**src/rtl/eptm_ram.sv**
```systemverilog
module eptm_ram #(
  parameter int DEPTH = 128,
  parameter int WIDTH = 32
) (
  input  logic                     clk,
  input  logic                     wr_en,
  input  logic [$clog2(DEPTH)-1:0] wr_addr,
  input  logic [WIDTH-1:0]         wr_data,
  input  logic [$clog2(DEPTH)-1:0] rd_addr,
  output logic [WIDTH-1:0]         rd_data
);
  logic [WIDTH-1:0] mem [DEPTH];
  logic [WIDTH-1:0] rd_data_r;

  // Write port, registered read with write-through on an address match
  always_ff @(posedge clk) begin
    if (wr_en) begin
      mem[wr_addr] <= wr_data;
    end
    if (wr_en && (wr_addr == rd_addr)) begin
      rd_data_r <= wr_data;
    end else begin
      rd_data_r <= mem[rd_addr];
    end
  end

  assign rd_data = rd_data_r;
endmodule

```
**config.mk**
```make
export PLATFORM = sky130hd
export DESIGN_NAME = eptm_ram
export DESIGN_NICKNAME = d
export VERILOG_FILES = /design/src/rtl/eptm_ram.sv
export SDC_FILE = /design/constraint.sdc
export NUM_CORES = 2
export LEC_CHECK = 0
export BUFFER_PORTS_ARGS = -buffer_cell sky130_fd_sc_hd__buf_2
export CAP_MARGIN = 30
export CORE_ASPECT_RATIO = 0.8
export CORE_MARGIN = 5
export CORE_UTILIZATION = 45
export DETAILED_ROUTE_END_ITERATION = 8
export SYNTH_ARGS = -nofsm -noshare
export SYNTH_HDL_FRONTEND = slang
export SYNTH_SLANG_ARGS = --single-unit
```
**constraint.sdc**
```tcl
create_clock -name clk -period 6.3 [get_ports clk]
set_input_delay 1.89 -clock clk [delete_from_list [all_inputs] [get_ports clk]]
set_output_delay 1.89 -clock clk [all_outputs]
set_load 0.02 [all_outputs]
```
==> impl_metrics.toml <==
[status]
status = "complete, but fails checks"
violations = "antenna rules"

[synth]
synth_top_area_cell = "edfxtp_1"
synthDominantCellAreaShare = 0.7896
syn_inst = 5965
synth_nets = 6013
yosysSeqAreaShare = 0.7905
ys_types = 17
syn-cell-area_mm2 = 0.1558
syn_area_per_cell_um2 = 26.11
synth_area_leaders = "edfxtp_1 (79%), mux4_2 (19%), clkbuf_1 (0.44%), nor2_1 (0.29%), buf_2 (0.25%)"
ys_warn_count = 0
ys_ff_latch = 4103

[timing]
tightest_slew_ps = 1021
tns_ps = 0
finalCritPeriodShare = 0.9864
rsz0062_at_grt = "yes"
setup_violations = 0
hold_viol = 0
fmax_mhz = 160.9
fin_crit_ps = 6214
slew_viol_final = 0
fin_ws_ps = 85.83
max_slew_margin = 0.3180

[finish]
largest_reg_flops = 4096
multi_input_area_mm2 = 0.03233
regMostFlops = "mem"
area_growth_pct = 14.19
largestRegisters = "mem: 4096 flops"
ff_latch_area_mm2 = 0.1232
drive_gt1_frac = 0.3644
fin_cells = 11370
fillers = 26020
final_area_mm2 = 0.1779
nets = 6493

[cts]
cts.htree.levels = 5
root_buffer = "clkbuf_16"
hold_buffers = 0
cts_tree = "built"
clockBufferDepth = 4
cts.sinks = 4103
clk_pin_slew_ps = 60
cts_buffers = 385

[die]
die_width_um = 667.8
core-area_mm2 = 0.3451
dieArea_mm2 = 0.3581
die_height_um = 536.2
initial_core_util = 0.4514
num_rows = 193
ios = 80

[global_route]
antenna_found_initial = 53
track_usage = 0.2254
grt_overflow = 0
grt_pass1_vias = 70540
grt_pass1_wl_um = 562800
grt_max_degree = 98

[power]
p_switching_mw = 11.84
power_leakage_nw = 54.25
vdd_ir_drop_max_v = 0.0002410
seqPwrFrac = 0.539
p_per_area_mw_per_mm2 = 314.9
swShare = 0.2113
combPwrFrac = 0.055
p_int_mw = 44.18
power.share.clock = 0.406

[place]
portBuffers = 79
dp_cells = 10620
dp_worst_setup_slack_ps = 557.0
gp_congestion = 0.8198
place_area_mm2 = 0.1648
dpl.hpwl_um = 225700

[drt]
drt-total-wl_um = 404700
ant_nets = 1
vias_per_cell = 6.205
drt_iter0_markers = 9294
wl_per_cell_um = 35.60
num_vias = 70540
first_pass_iters = 6
drcViolationCount = 0

[flow_run]
cap_violations = 0

[hold_path]
min_from = "rd_addr[5]"
hp-class = "primary input to flop"

[worst_setup_path]
cp_max_fo = 18
cp.required_ps = 4410
endpoint_kind = "output pin"
path_class = "flop to output pin"
worstPathArrival_ps = 4320
cp-start-kind = "flop"
==> power groups by stage <==
stage	registers, mW	clock network (mW)	logic (mW)
6_report	30.2	22.7	3.10
5_1_grt	30.2	24.3	3.25
4_1_cts	30.2	23.1	3.07
3_5_place_dp	30.8	0	3.02
3_3_place_gp	30.8	0	2.98
2_1_floorplan	30.7	0	1.52
==> critical path, cell delays in order, from the launching register on <==
cell,delay (ps)
dfxtp_4,370
buf_12,180
buf_16,240
buf_12,140
clkbuf_16,190
mux4_2,500
mux4_2,610
mux4_2,610
mux2_4,340
buf_2,170
==> cell type report <==
type / instances / area share
diodes: 37 / 0.0005205
clock buffers: 473 / 0.05708
clock inverters: 218 / 0.01137
multi-input cells: 1546 / 0.1818
flip-flops and latches: 4103 / 0.6924
well taps: 4582 / 0.03223
repair buffers: 409 / 0.02464
==> what timing repair did <==
item | 4_1_cts | 5_1_grt
buffers inserted | 5 | 4
endpoints found under the hold margin | 0 | 0
pin swaps | 0 | 0
setup endpoints to repair | 32 | 29
gates cloned | 5 | 9
resized for setup | 28 | 25
==> cells in the mapped netlist, drive strengths merged <==
| cell | instances |
|---|---|
| edfxtp | 4096 |
| mux4 | 1344 |
| clkbuf | 182 |
| buf | 134 |
| nor2 | 122 |
| mux2 | 32 |
| nand2 | 14 |
| nand3 | 12 |
| nor3 | 9 |
| dfxtp | 7 |
| nor2b | 7 |
| nand4 | 3 |
| nand2b | 2 |
| or3 | 1 |
==> per-stage QoR <==
| step | hold WS, ps | utilization | total power, mW |
|---|---|---|---|
| 2_1_floorplan | 1918 | - | 32.25 |
| 3_3_place_gp | 1992 | 0.4777 | 33.74 |
| 3_5_place_dp | 1993 | 0.4777 | 33.79 |
| 4_1_cts | 1010 | 0.5141 | 56.40 |
| 5_1_grt | 1035 | 0.5152 | 57.73 |
| 6_report | 1081 | 0.5155 | 56.01 |
==> path summary, 6_finish.rpt <==
kind / cells past startpoint / to / slack, ps
setup / recovery: 9 / rd_data[11] / 90
hold / removal: 1 / flop / 1080
==> metal layers <==
| metal | share of wire | vias up | GRT usage |
|---|---|---|---|
| met4 | 0.022 | 8 | 0.05024 |
| met3 | 0.11 | 501 | 0.06649 |
| li1 | - | 27320 | - |
| met5 | 0.00014 | - | 0 |
| met2 | 0.44 | 3592 | 0.3253 |
| met1 | 0.42 | 39130 | 0.3429 |
==> cell families after synthesis <==
family / Yosys count / synth area share
buf+inv: 316 / 0.008418
simple gates: 170 / 0.004474
mux: 1376 / 0.1966
flops: 4103 / 0.7905
==> placed cells by master, fill, tap and decap left out, types with 15 or more instances in the layout <==
master / netlist / routed
buf_12: 0 / 62
clkinv_1: 0 / 82
mux4_2: 1344 / 1344
mux2_2: 32 / 21
nor2_4: 0 / 119
buf_4: 3 / 260
edfxtp_1: 4096 / 4096
buf_2: 79 / 45
bufinv_16: 0 / 34
diode_2: 0 / 37
buf_16: 0 / 18
clkinvlp_4: 0 / 15
clkbuf_1: 182 / 77
clkinv_2: 0 / 67
clkbuf_16: 0 / 401
No activity file was read; power rests on OpenSTA's default activity.
