### src/rtl/eptm_pkg.sv
package eptm_pkg;

  // Fixed field widths of the request and result items
  localparam int DATA_W  = 8;
  localparam int TAP_W   = 7;
  localparam int IDX_W   = 7;
  localparam int WORD_W  = 32;
  localparam int ROT_W   = 5;
  localparam int REG_W   = 3;
  localparam int NUM_TAP = 5;
  localparam int NUM_RD  = NUM_TAP + 1;

  // Configuration register indexes
  localparam logic [REG_W-1:0] CFG_TAP_FIRST  = 3'd0;
  localparam logic [REG_W-1:0] CFG_TAP_SECOND = 3'd1;
  localparam logic [REG_W-1:0] CFG_TAP_THIRD  = 3'd2;
  localparam logic [REG_W-1:0] CFG_TAP_FOURTH = 3'd3;
  localparam logic [REG_W-1:0] CFG_TAP_FIFTH  = 3'd4;

  // Tap offsets after reset, in register order
  localparam logic [TAP_W-1:0] TAP_RESET [NUM_TAP] = '{7'd104, 7'd76, 7'd51, 7'd25, 7'd1};

  // Rotate advance: normal step and step taken when the pointer lands on zero
  localparam logic [ROT_W-1:0] ROT_STEP      = 5'd7;
  localparam logic [ROT_W-1:0] ROT_STEP_WRAP = 5'd14;

  // Twist table folded in by the low three bits of the mixed word
  localparam logic [WORD_W-1:0] TWIST [8] = '{
    32'h00000000, 32'h3b6e20c8, 32'h76dc4190, 32'h4db26158,
    32'hedb88320, 32'hd6d6a3e8, 32'h9b64c2b0, 32'ha00ae278
  };

  typedef struct packed {
    logic [DATA_W-1:0] data_byte;
    logic              buffer_end;
  } in_item_t;

  typedef struct packed {
    logic [IDX_W-1:0]  word_index;
    logic [WORD_W-1:0] word_value;
    logic [ROT_W-1:0]  rotate_next;
    logic              last;
  } out_item_t;

  typedef struct packed {
    logic [REG_W-1:0] index;
    logic [TAP_W-1:0] data;
  } cfg_req_t;

endpackage

### src/rtl/eptm_outbuf.sv
module eptm_outbuf (
  input  logic                clk,
  input  logic                rst_n,
  input  logic                push,
  input  eptm_pkg::out_item_t push_item,
  output logic                has_room,
  output logic                out_valid,
  input  logic                out_ready,
  output eptm_pkg::out_item_t out_item
);
  import eptm_pkg::*;

  logic      head_valid_r;
  logic      skid_valid_r;
  out_item_t head_r;
  out_item_t skid_r;
  logic      pop;

  assign pop = head_valid_r && out_ready;

  // Control: head feeds the port, skid catches a request during a stall
  always_ff @(posedge clk) begin
    if (!rst_n) begin
      head_valid_r <= 1'b0;
      skid_valid_r <= 1'b0;
    end else if (!head_valid_r || pop) begin
      head_valid_r <= skid_valid_r || push;
      skid_valid_r <= 1'b0;
    end else if (push) begin
      skid_valid_r <= 1'b1;
    end
  end

  // Payload: advance skid into head, or take the new result
  always_ff @(posedge clk) begin
    if (!head_valid_r || pop) begin
      if (skid_valid_r) begin
        head_r <= skid_r;
      end else if (push) begin
        head_r <= push_item;
      end
    end else if (push) begin
      skid_r <= push_item;
    end
  end

  assign has_room  = !skid_valid_r;
  assign out_valid = head_valid_r;
  assign out_item  = head_r;
endmodule
### config.mk
export PLATFORM = sky130hd
export DESIGN_NAME = eptm_outbuf
export DESIGN_NICKNAME = d
export VERILOG_FILES = /design/src/rtl/eptm_pkg.sv /design/src/rtl/eptm_outbuf.sv
export SDC_FILE = /design/constraint.sdc
export NUM_CORES = 1
export LEC_CHECK = 0
export ABC_AREA = 1
export BUFFER_PORTS_ARGS = -buffer_cell sky130_fd_sc_hd__buf_2
export CORE_AREA = 5 5 106 78
export CTS_BUF_LIST = sky130_fd_sc_hd__clkbuf_4 sky130_fd_sc_hd__clkbuf_8
export CTS_CLUSTER_SIZE = 30
export DETAILED_ROUTE_END_ITERATION = 10
export DIE_AREA = 0 0 111 83
export PLACE_DENSITY = 0.89
export SYNTH_ARGS = -nofsm -noshare
export SYNTH_HDL_FRONTEND = slang
export SYNTH_SLANG_ARGS = --single-unit
### constraint.sdc
create_clock -name clk -period 3.3 [get_ports clk]
set_input_delay 0 -clock clk [delete_from_list [all_inputs] [get_ports clk]]
set_output_delay 0 -clock clk [all_outputs]
set_load 0.005 [all_outputs]
==> run metrics <==
status finished, final reports clean; final core occ about 64%; Detailed Routing Iterations Pass 1 4; area grow syn2layout 36.4%; CP top delay family buffers and inverters; synthesized instance count approximately 250; gr ovfl total 0; Final ANT Viol Nets 0; RSZ-0062 raised after global routing false; crit-path cells buf_4 > o21ai_0 > dlygate4sd3_1 > nand2_1 > dlygate4sd3_1; Setup crit end kind register; Setup CP Type register to register; Multi-input gate area 552 um^2; DR vias/cell 4.54; first-pass GRT wire length approximately 12 mm; critical path's slowest cell dlygate4sd3_1; final worst-path cycle share 65.8%; layout cells sized above 1 28.6%; CP max FO 47; DR iter-0 viols 73; worst slew pin tran 1.02 ns; HP Class input pin to register; fin crit period 2.17 ns; register area share after synthesis 81.7%; FF+latch count, synth 92; CP max stage delay 0.59 ns; WP data required ~3.6 ns; most common cell after layout, fill and taps aside nand2_1; yosys warns 0; mean post-synth cell area ~14 um^2; CTS tree yes; FMAX 460 MHz; WL/cell 14.1 um; setup tns final 0 ns; synthesized cell area 3360 um^2; HPWL after detailed placement 4.16 mm; leakage power total around 2 nW; die height 83 um; Nets between 400 and 500; GP Congestion 0.695; most frequent cells in the layout 136 x nand2_1, 95 x buf_2, 90 x edfxtp_1; Root Driver clkbuf_8; Netlist cell types 13; setup violators final 0; Fillers roughly 550; Power Dens Cells approximately 480 nW/um^2; DRC Markers 0; Sinks on Clock Net 92; Initial Util 47.1%; clk slew on worst S/H paths 0.08 ns; initial antenna violation count 0; Die X 111 um; VDD IR max 0.306 mV; largest net degree at the start of global routing 48; Slew Limit Fails 0; DRT Wirelength 7.02 mm; CTS Buf Count 9; Clock Skew 0.00815 ns; via count 2,254; CTS H-tree lvls 3; I/O Buffers 95; number of max-cap violations 0; Rel. slew slack between 30% and 40%; crit path DAT between 2 and 2.5 ns; Post-Syn Nets about 290; cts repair resizes 0; Top Ports 96; crit-path most repeated cell dlygate4sd3_1; total track usage 15.9%; # rows 26; clock buffer depth 2; CP startpoint kind register; register area 2740 um^2; worst skew pair latency between 0.3 and 0.4 ns; die area 9210 um^2; final hold viol count 0; core area 7120 um^2; vias in the first global route around 2.3k; WP buf/inv 3
[Yosys cell counts]
master | number | share of area (%)
a21oi_1 | 1 | 0.15
and3_1 | 1 | 0.19
buf_2 | 5 | 0.75
buf_4 | 1 | 0.22
buf_6 | 3 | 1.0
dfxtp_1 | 2 | 1.2
edfxtp_1 | 90 | 81
inv_1 | 1 | 0.11
inv_2 | 1 | 0.11
nand2_1 | 136 | 15
nand3_1 | 1 | 0.15
nor2_1 | 2 | 0.22
o21ai_0 | 1 | 0.15
[worst min-delay path, delay by kind of cell]
family	cells	cell delay (ns)
buffers and inverters	2	0.21
AO/OA/AOI/OAI	1	0.23
[final timing paths]
kind / startpoint / end / slack, ns / depth (start not counted)
max: skid_valid_r$_SDFFE_PP0P_ / out_valid$_SDFFE_PN0P_ / 1.13 / 5
min: out_ready / out_item[38]$_DFFE_PP_ / 0.31 / 3
max reg2reg: skid_valid_r$_SDFFE_PP0P_ / out_valid$_SDFFE_PN0P_ / 1.13 / 5
min reg2reg: skid_r[4]$_DFFE_PP_ / out_item[4]$_DFFE_PP_ / 0.52 / 2
[power breakdown]
group / leakage (nW) / internal, W / switching (W)
clock network: 0.0849 / 0.000279 / 0.000355
logic: 1.00 / 0.000102 / 0.0000981
registers: 0.864 / 0.00135 / 0.0000166
[layer usage]
metal | GRT usage, % | share of wire [%] | routed length (um) | vias up
li1 | - | - | - | 1120
met5 | 0 | 0 | 0 | -
met3 | 5.81 | 6.4 | 446 | 14
met2 | 27.4 | 50 | 3540 | 80
met4 | 4.92 | 1.5 | 106 | 0
met1 | 18.6 | 42 | 2920 | 1040
[kinds of logic after synthesis]
group	share of synthesized area, %
buffers and inverters	2.20
DFF	81.7
and+or+nand+nor	15.8
AOI/OAI and AO/OA	0.298
[stage by stage]
| step | cell area, um^2 | power, W | worst slack, ns | hold WS, ns | cells |
|---|---|---|---|---|---|
| 2_1_floorplan | 3360 | 0.00146 | 0.0579 | 0.0989 | 245 |
| 4_1_cts | 4570 | 0.00222 | 1.17 | 0.302 | 496 |
| 6_report | 4580 | 0.00220 | 1.13 | 0.312 | 497 |
| 3_5_place_dp | 3920 | 0.00155 | 1.48 | 0.194 | 431 |
| 5_1_grt | 4570 | 0.00230 | 1.00 | 0.345 | 496 |
| 3_3_place_gp | 3920 | 0.00154 | 1.55 | 0.192 | 431 |
[sequential cells by signal, indices dropped and copies added (netlist names)]
signal and flops:
skid_r 45, out_valid 1, skid_valid_r 1, out_item 45
[final cells by class]
class                   instances  share of cell area, %
diodes                          1                 0.0547
repair buffers                147                   21.7
clock inverters                 4                  0.383
well taps                      98                   2.68
flip-flops and latches         92                   60.0
clock buffers                  11                   3.04
inverters                       2                  0.164
multi-input cells             142                   12.1
[what timing repair did]
item | in CTS | in global routing
hold endpoints to repair | 92 | 0
hold buffers | 50 | 0
buffers inserted | 0 | 0
Note: power is estimated with default switching activity, not from simulation.
