--- config.mk ---
export PLATFORM = sky130hd
export DESIGN_NAME = eptm_mix
export DESIGN_NICKNAME = d
export VERILOG_FILES = /design/src/rtl/eptm_pkg.sv /design/src/rtl/eptm_mix.sv
export SDC_FILE = /design/constraint.sdc
export NUM_CORES = 1
export LEC_CHECK = 0
export BUFFER_PORTS_ARGS = -buffer_cell sky130_fd_sc_hd__buf_2
export CAP_MARGIN = 20
export CORE_AREA = 2 2 99 101
export DETAILED_ROUTE_END_ITERATION = 10
export DIE_AREA = 0 0 101 103
export PLACE_DENSITY = 0.73
export SYNTH_ARGS = -nofsm -noshare
export SYNTH_HDL_FRONTEND = slang
export SYNTH_SLANG_ARGS = --single-unit
--- constraint.sdc ---
create_clock -name vclk -period 2.5
set_clock_uncertainty 0.05 [all_clocks]
set_input_delay 0.25 -clock vclk [all_inputs]
set_output_delay 0.25 -clock vclk [all_outputs]
set_load 0.005 [all_outputs]
--- src/rtl/eptm_pkg.sv ---
package eptm_pkg;

  // Fixed field widths of the request and result items
  localparam int DATA_W  = 8;
  localparam int TAP_W   = 7;
  localparam int IDX_W   = 7;
  localparam int WORD_W  = 32;
  localparam int ROT_W   = 5;
  localparam int REG_W   = 3;
  localparam int NUM_TAP = 5;
  localparam int NUM_RD  = NUM_TAP + 1;

  // Configuration register indexes
  localparam logic [REG_W-1:0] CFG_TAP_FIRST  = 3'd0;
  localparam logic [REG_W-1:0] CFG_TAP_SECOND = 3'd1;
  localparam logic [REG_W-1:0] CFG_TAP_THIRD  = 3'd2;
  localparam logic [REG_W-1:0] CFG_TAP_FOURTH = 3'd3;
  localparam logic [REG_W-1:0] CFG_TAP_FIFTH  = 3'd4;

  // Tap offsets after reset, in register order
  localparam logic [TAP_W-1:0] TAP_RESET [NUM_TAP] = '{7'd104, 7'd76, 7'd51, 7'd25, 7'd1};

  // Rotate advance: normal step and step taken when the pointer lands on zero
  localparam logic [ROT_W-1:0] ROT_STEP      = 5'd7;
  localparam logic [ROT_W-1:0] ROT_STEP_WRAP = 5'd14;

  // Twist table folded in by the low three bits of the mixed word
  localparam logic [WORD_W-1:0] TWIST [8] = '{
    32'h00000000, 32'h3b6e20c8, 32'h76dc4190, 32'h4db26158,
    32'hedb88320, 32'hd6d6a3e8, 32'h9b64c2b0, 32'ha00ae278
  };

  typedef struct packed {
    logic [DATA_W-1:0] data_byte;
    logic              buffer_end;
  } in_item_t;

  typedef struct packed {
    logic [IDX_W-1:0]  word_index;
    logic [WORD_W-1:0] word_value;
    logic [ROT_W-1:0]  rotate_next;
    logic              last;
  } out_item_t;

  typedef struct packed {
    logic [REG_W-1:0] index;
    logic [TAP_W-1:0] data;
  } cfg_req_t;

endpackage

--- src/rtl/eptm_mix.sv ---
module eptm_mix #(
  parameter int AW = 7
) (
  input  eptm_pkg::in_item_t                                    item,
  input  logic [eptm_pkg::ROT_W-1:0]                            rot,
  input  logic [AW-1:0]                                         ptr,
  input  logic [eptm_pkg::NUM_RD-1:0][eptm_pkg::WORD_W-1:0]     words,
  output eptm_pkg::out_item_t                                   result
);
  import eptm_pkg::*;

  logic [2*WORD_W-1:0] dbl;
  logic [WORD_W-1:0]   rotated;
  logic [WORD_W-1:0]   mixed;
  logic [WORD_W-1:0]   folded;
  logic [ROT_W-1:0]    step;

  // Rotate the byte, XOR in the pool word and the taps, fold with the twist
  always_comb begin
    dbl     = {WORD_W'(item.data_byte), WORD_W'(item.data_byte)} << rot;
    rotated = dbl[2*WORD_W-1:WORD_W];
    mixed   = rotated;
    for (int k = 0; k < NUM_RD; k++) begin
      mixed = mixed ^ words[k];
    end
    folded = (mixed >> 3) ^ TWIST[mixed[2:0]];
    step   = (ptr == '0) ? ROT_STEP_WRAP : ROT_STEP;

    result.word_index  = IDX_W'(ptr);
    result.word_value  = folded;
    result.rotate_next = rot + step;
    result.last        = item.buffer_end;
  end
endmodule

==> summary.txt <==
Critical path
  – CP most frequent cell: xnor2_4
  – CP max stage cell: mux4_2
  – WP data required: 2.20 ns
  – CP Buf/Inv Count: 4
  – Critical path class: in -> out
  – Setup crit end kind: primary output
  – Max FO, Critical Path: 4
  – CP max stage delay: between 0.5 and 0.6 ns
  – Worst Setup Start Kind: primary input
  – CP delay by family, top: buffers and inverters
  – CP arrival: between 2 and 2.5 ns
  – CP cell instances: buf_2, mux4_2, a211oi_4, xnor2_4, buf_12, xnor2_4, buf_6, xnor2_4, buf_2

Synth
  – Mean post-synth cell area: about 8.4 um2
  – Yosys Warn Count: 0
  – Leading area contributor after synthesis: xnor2_1
  – Mapped Cells: 359
  – Post-synthesis cell area: between 0.003 and 0.004 mm2
  – Post-synth top area share: between 50% and 60%
  – Sequential-to-total area share from yosys stat: 0%
  – Synth area leaders: xnor2_1, xor2_1, mux2i_1
  – Most instantiated cells after synthesis: xnor2_1, nand2_1, xor2_1, mux2i_1
  – Most numerous cell in the Yosys netlist: xnor2_1
  – Synth unique cells: 49
  – Syn_nets: 575

Floorplan
  – Die Height: approximately 100 um
  – Initial Utilization: between 30% and 40%
  – Die Footprint: around 0.010 mm2
  – Core footprint: roughly 0.0095 mm2
  – IO Pins: 258
  – Die Wd: between 100 and 150 um
  – Num rows: 36

Detailed routing
  – Initial DRC count: 65
  – WL met1: roughly 4000 um
  – Via Count: between 3000 and 4000
  – Post-DR wirelength/cell: between 10 and 15 um
  – Drt via density: ~4.6
  – Final ANT Viol Nets: 0
  – Top Layer Used: met4
  – Final WL: ~9900 um
  – Pre-antenna DRT Iters: 4
  – Met2 WL post-DR: ~5400 um
  – Drt drc: 0
  – Metal3 WL: roughly 540 um

Placement
  – Port bufs: about 260
  – DP Area: roughly 0.0046 mm2
  – Routability Congestion: 0.8482
  – DPL Wire Length: about 9000 um

Timing
  – Hold Worst Slack: around 0.45 ns
  – RSZ-0062 raised after global routing: yes
  – Highest clock rate: slightly above 400 MHz
  – Setup TNS: 0 ns
  – Relative slew slack: between 60% and 70%
  – Final Max Tran Viols: 0
  – Final Cycle Share: a little over nine tenths
  – Final min period: between 2 and 2.5 ns
  – # setup viols final: 0
  – Slew @ Worst Pin: ~0.58 ns
  – Final Hold Vio Count: 0

Cells and area
  – Area Growth Syn to Fin: 58.93%
  – Clock buf count: 0
  – Footprint of the multi-input gates: 0.002935 mm2
  – Num sequential: 0
  – Diode count: 0
  – Final std cell area, no fill: 0.004788 mm2
  – NumNets Final: about 850
  – Core Util, Final: roughly half
  – Layout fillers: ~900
  – Ratio of cells with drive above 1 in the final layout: 51.18%
  – FF+latch area: 0 um2

Status
  – Status: completed

Global route
  – Largest net degree at the start of global routing: 17
  – Vias in the first global route: 3214
  – Grt total ovfl: 0
  – Initial antenna violation count: 0
  – First-pass GRT wire length: about 15000 um
  – Total GRT Usage: between 10% and 20%

Hold path
  – Hold path depth: 0
  – Hold Path Sink: result[0]
  – Hold wc startpoint: item[0]
  – Min-Delay Path Class: in -> out

Pwr
  – Pwr dens: around 530 mW/mm2
  – VDD IR-drop max: around 0.27 mV
  – Leak: between 2 and 2.5 nW

Job
  – Max cap viols: 0

Clock network
  – Hold_buf cts: 0
-- power breakdown --
part / internal (mW) / switching, mW / leakage [nW] / total (mW)
combinational: 1.44 / 1.09 / 2.19 / 2.53
clock: 0 / 0 / 0 / 0
sequential: 0 / 0 / 0 / 0
-- what timing repair did --
| action | 4_1_cts | 5_1_grt |
|---|---|---|
| resized for setup | 20 | 13 |
| pin swaps | 7 | 7 |
| setup buffers | 6 | 1 |
| setup endpoints to repair | 16 | 16 |
-- layout make-up --
type                       count  share of cell area [%]
multi-input combinational    328                   61.30
timing repair buffer         297                   34.88
tap                          114                   2.979
inverter                      10                  0.8362
-- metal layers --
metal | track usage, % | vias up
li1 | - | 1725
met1 | 21.37 | 1558
met4 | 1.871 | 0
met2 | 34.56 | 139
met3 | 1.085 | 6
met5 | 0 | -
-- how the worst max path moves through the flow --
stage	start	end	slack (ns)	depth (start not counted)
5_1_grt	rot[1]	result[34]	-0.08	10
6_report	item[4]	result[29]	0.04	9
4_1_cts	rot[2]	result[13]	-0.009	8
3_5_place_dp	rot[1]	result[25]	-0.15	9
3_3_place_gp	rot[0]	result[30]	-0.09	9
2_1_floorplan	rot[0]	result[25]	0.14	6
-- cells in the final DEF (no fill, tap or decap), types with 8 or more instances in the layout --
master and instances:
inv_1 8, buf_4 34, buf_2 252, nor2_1 8, xnor2_1 186, nand2_1 26
nor3_1 9, xor2_1 19, mux2i_1 12
-- kinds of logic after synthesis --
family	after synthesis	synth area share [%]
compound gates	31	7.808
xor+xnor	220	67.98
fa+ha+maj	3	1.246
buf+inv	31	6.063
mux	17	7.973
simple gates	57	8.929
-- through the flow --
step | power [mW] | std cells | worst slack, ns
6_report | 2.531 | 749 | 0.04443
5_1_grt | 2.755 | 749 | -0.08275
4_1_cts | 2.424 | 748 | -0.009290
2_1_floorplan | 1.386 | 359 | 0.1433
3_3_place_gp | 2.308 | 742 | -0.08517
3_5_place_dp | 2.334 | 742 | -0.1451
Power figures use the tool's default switching activity.
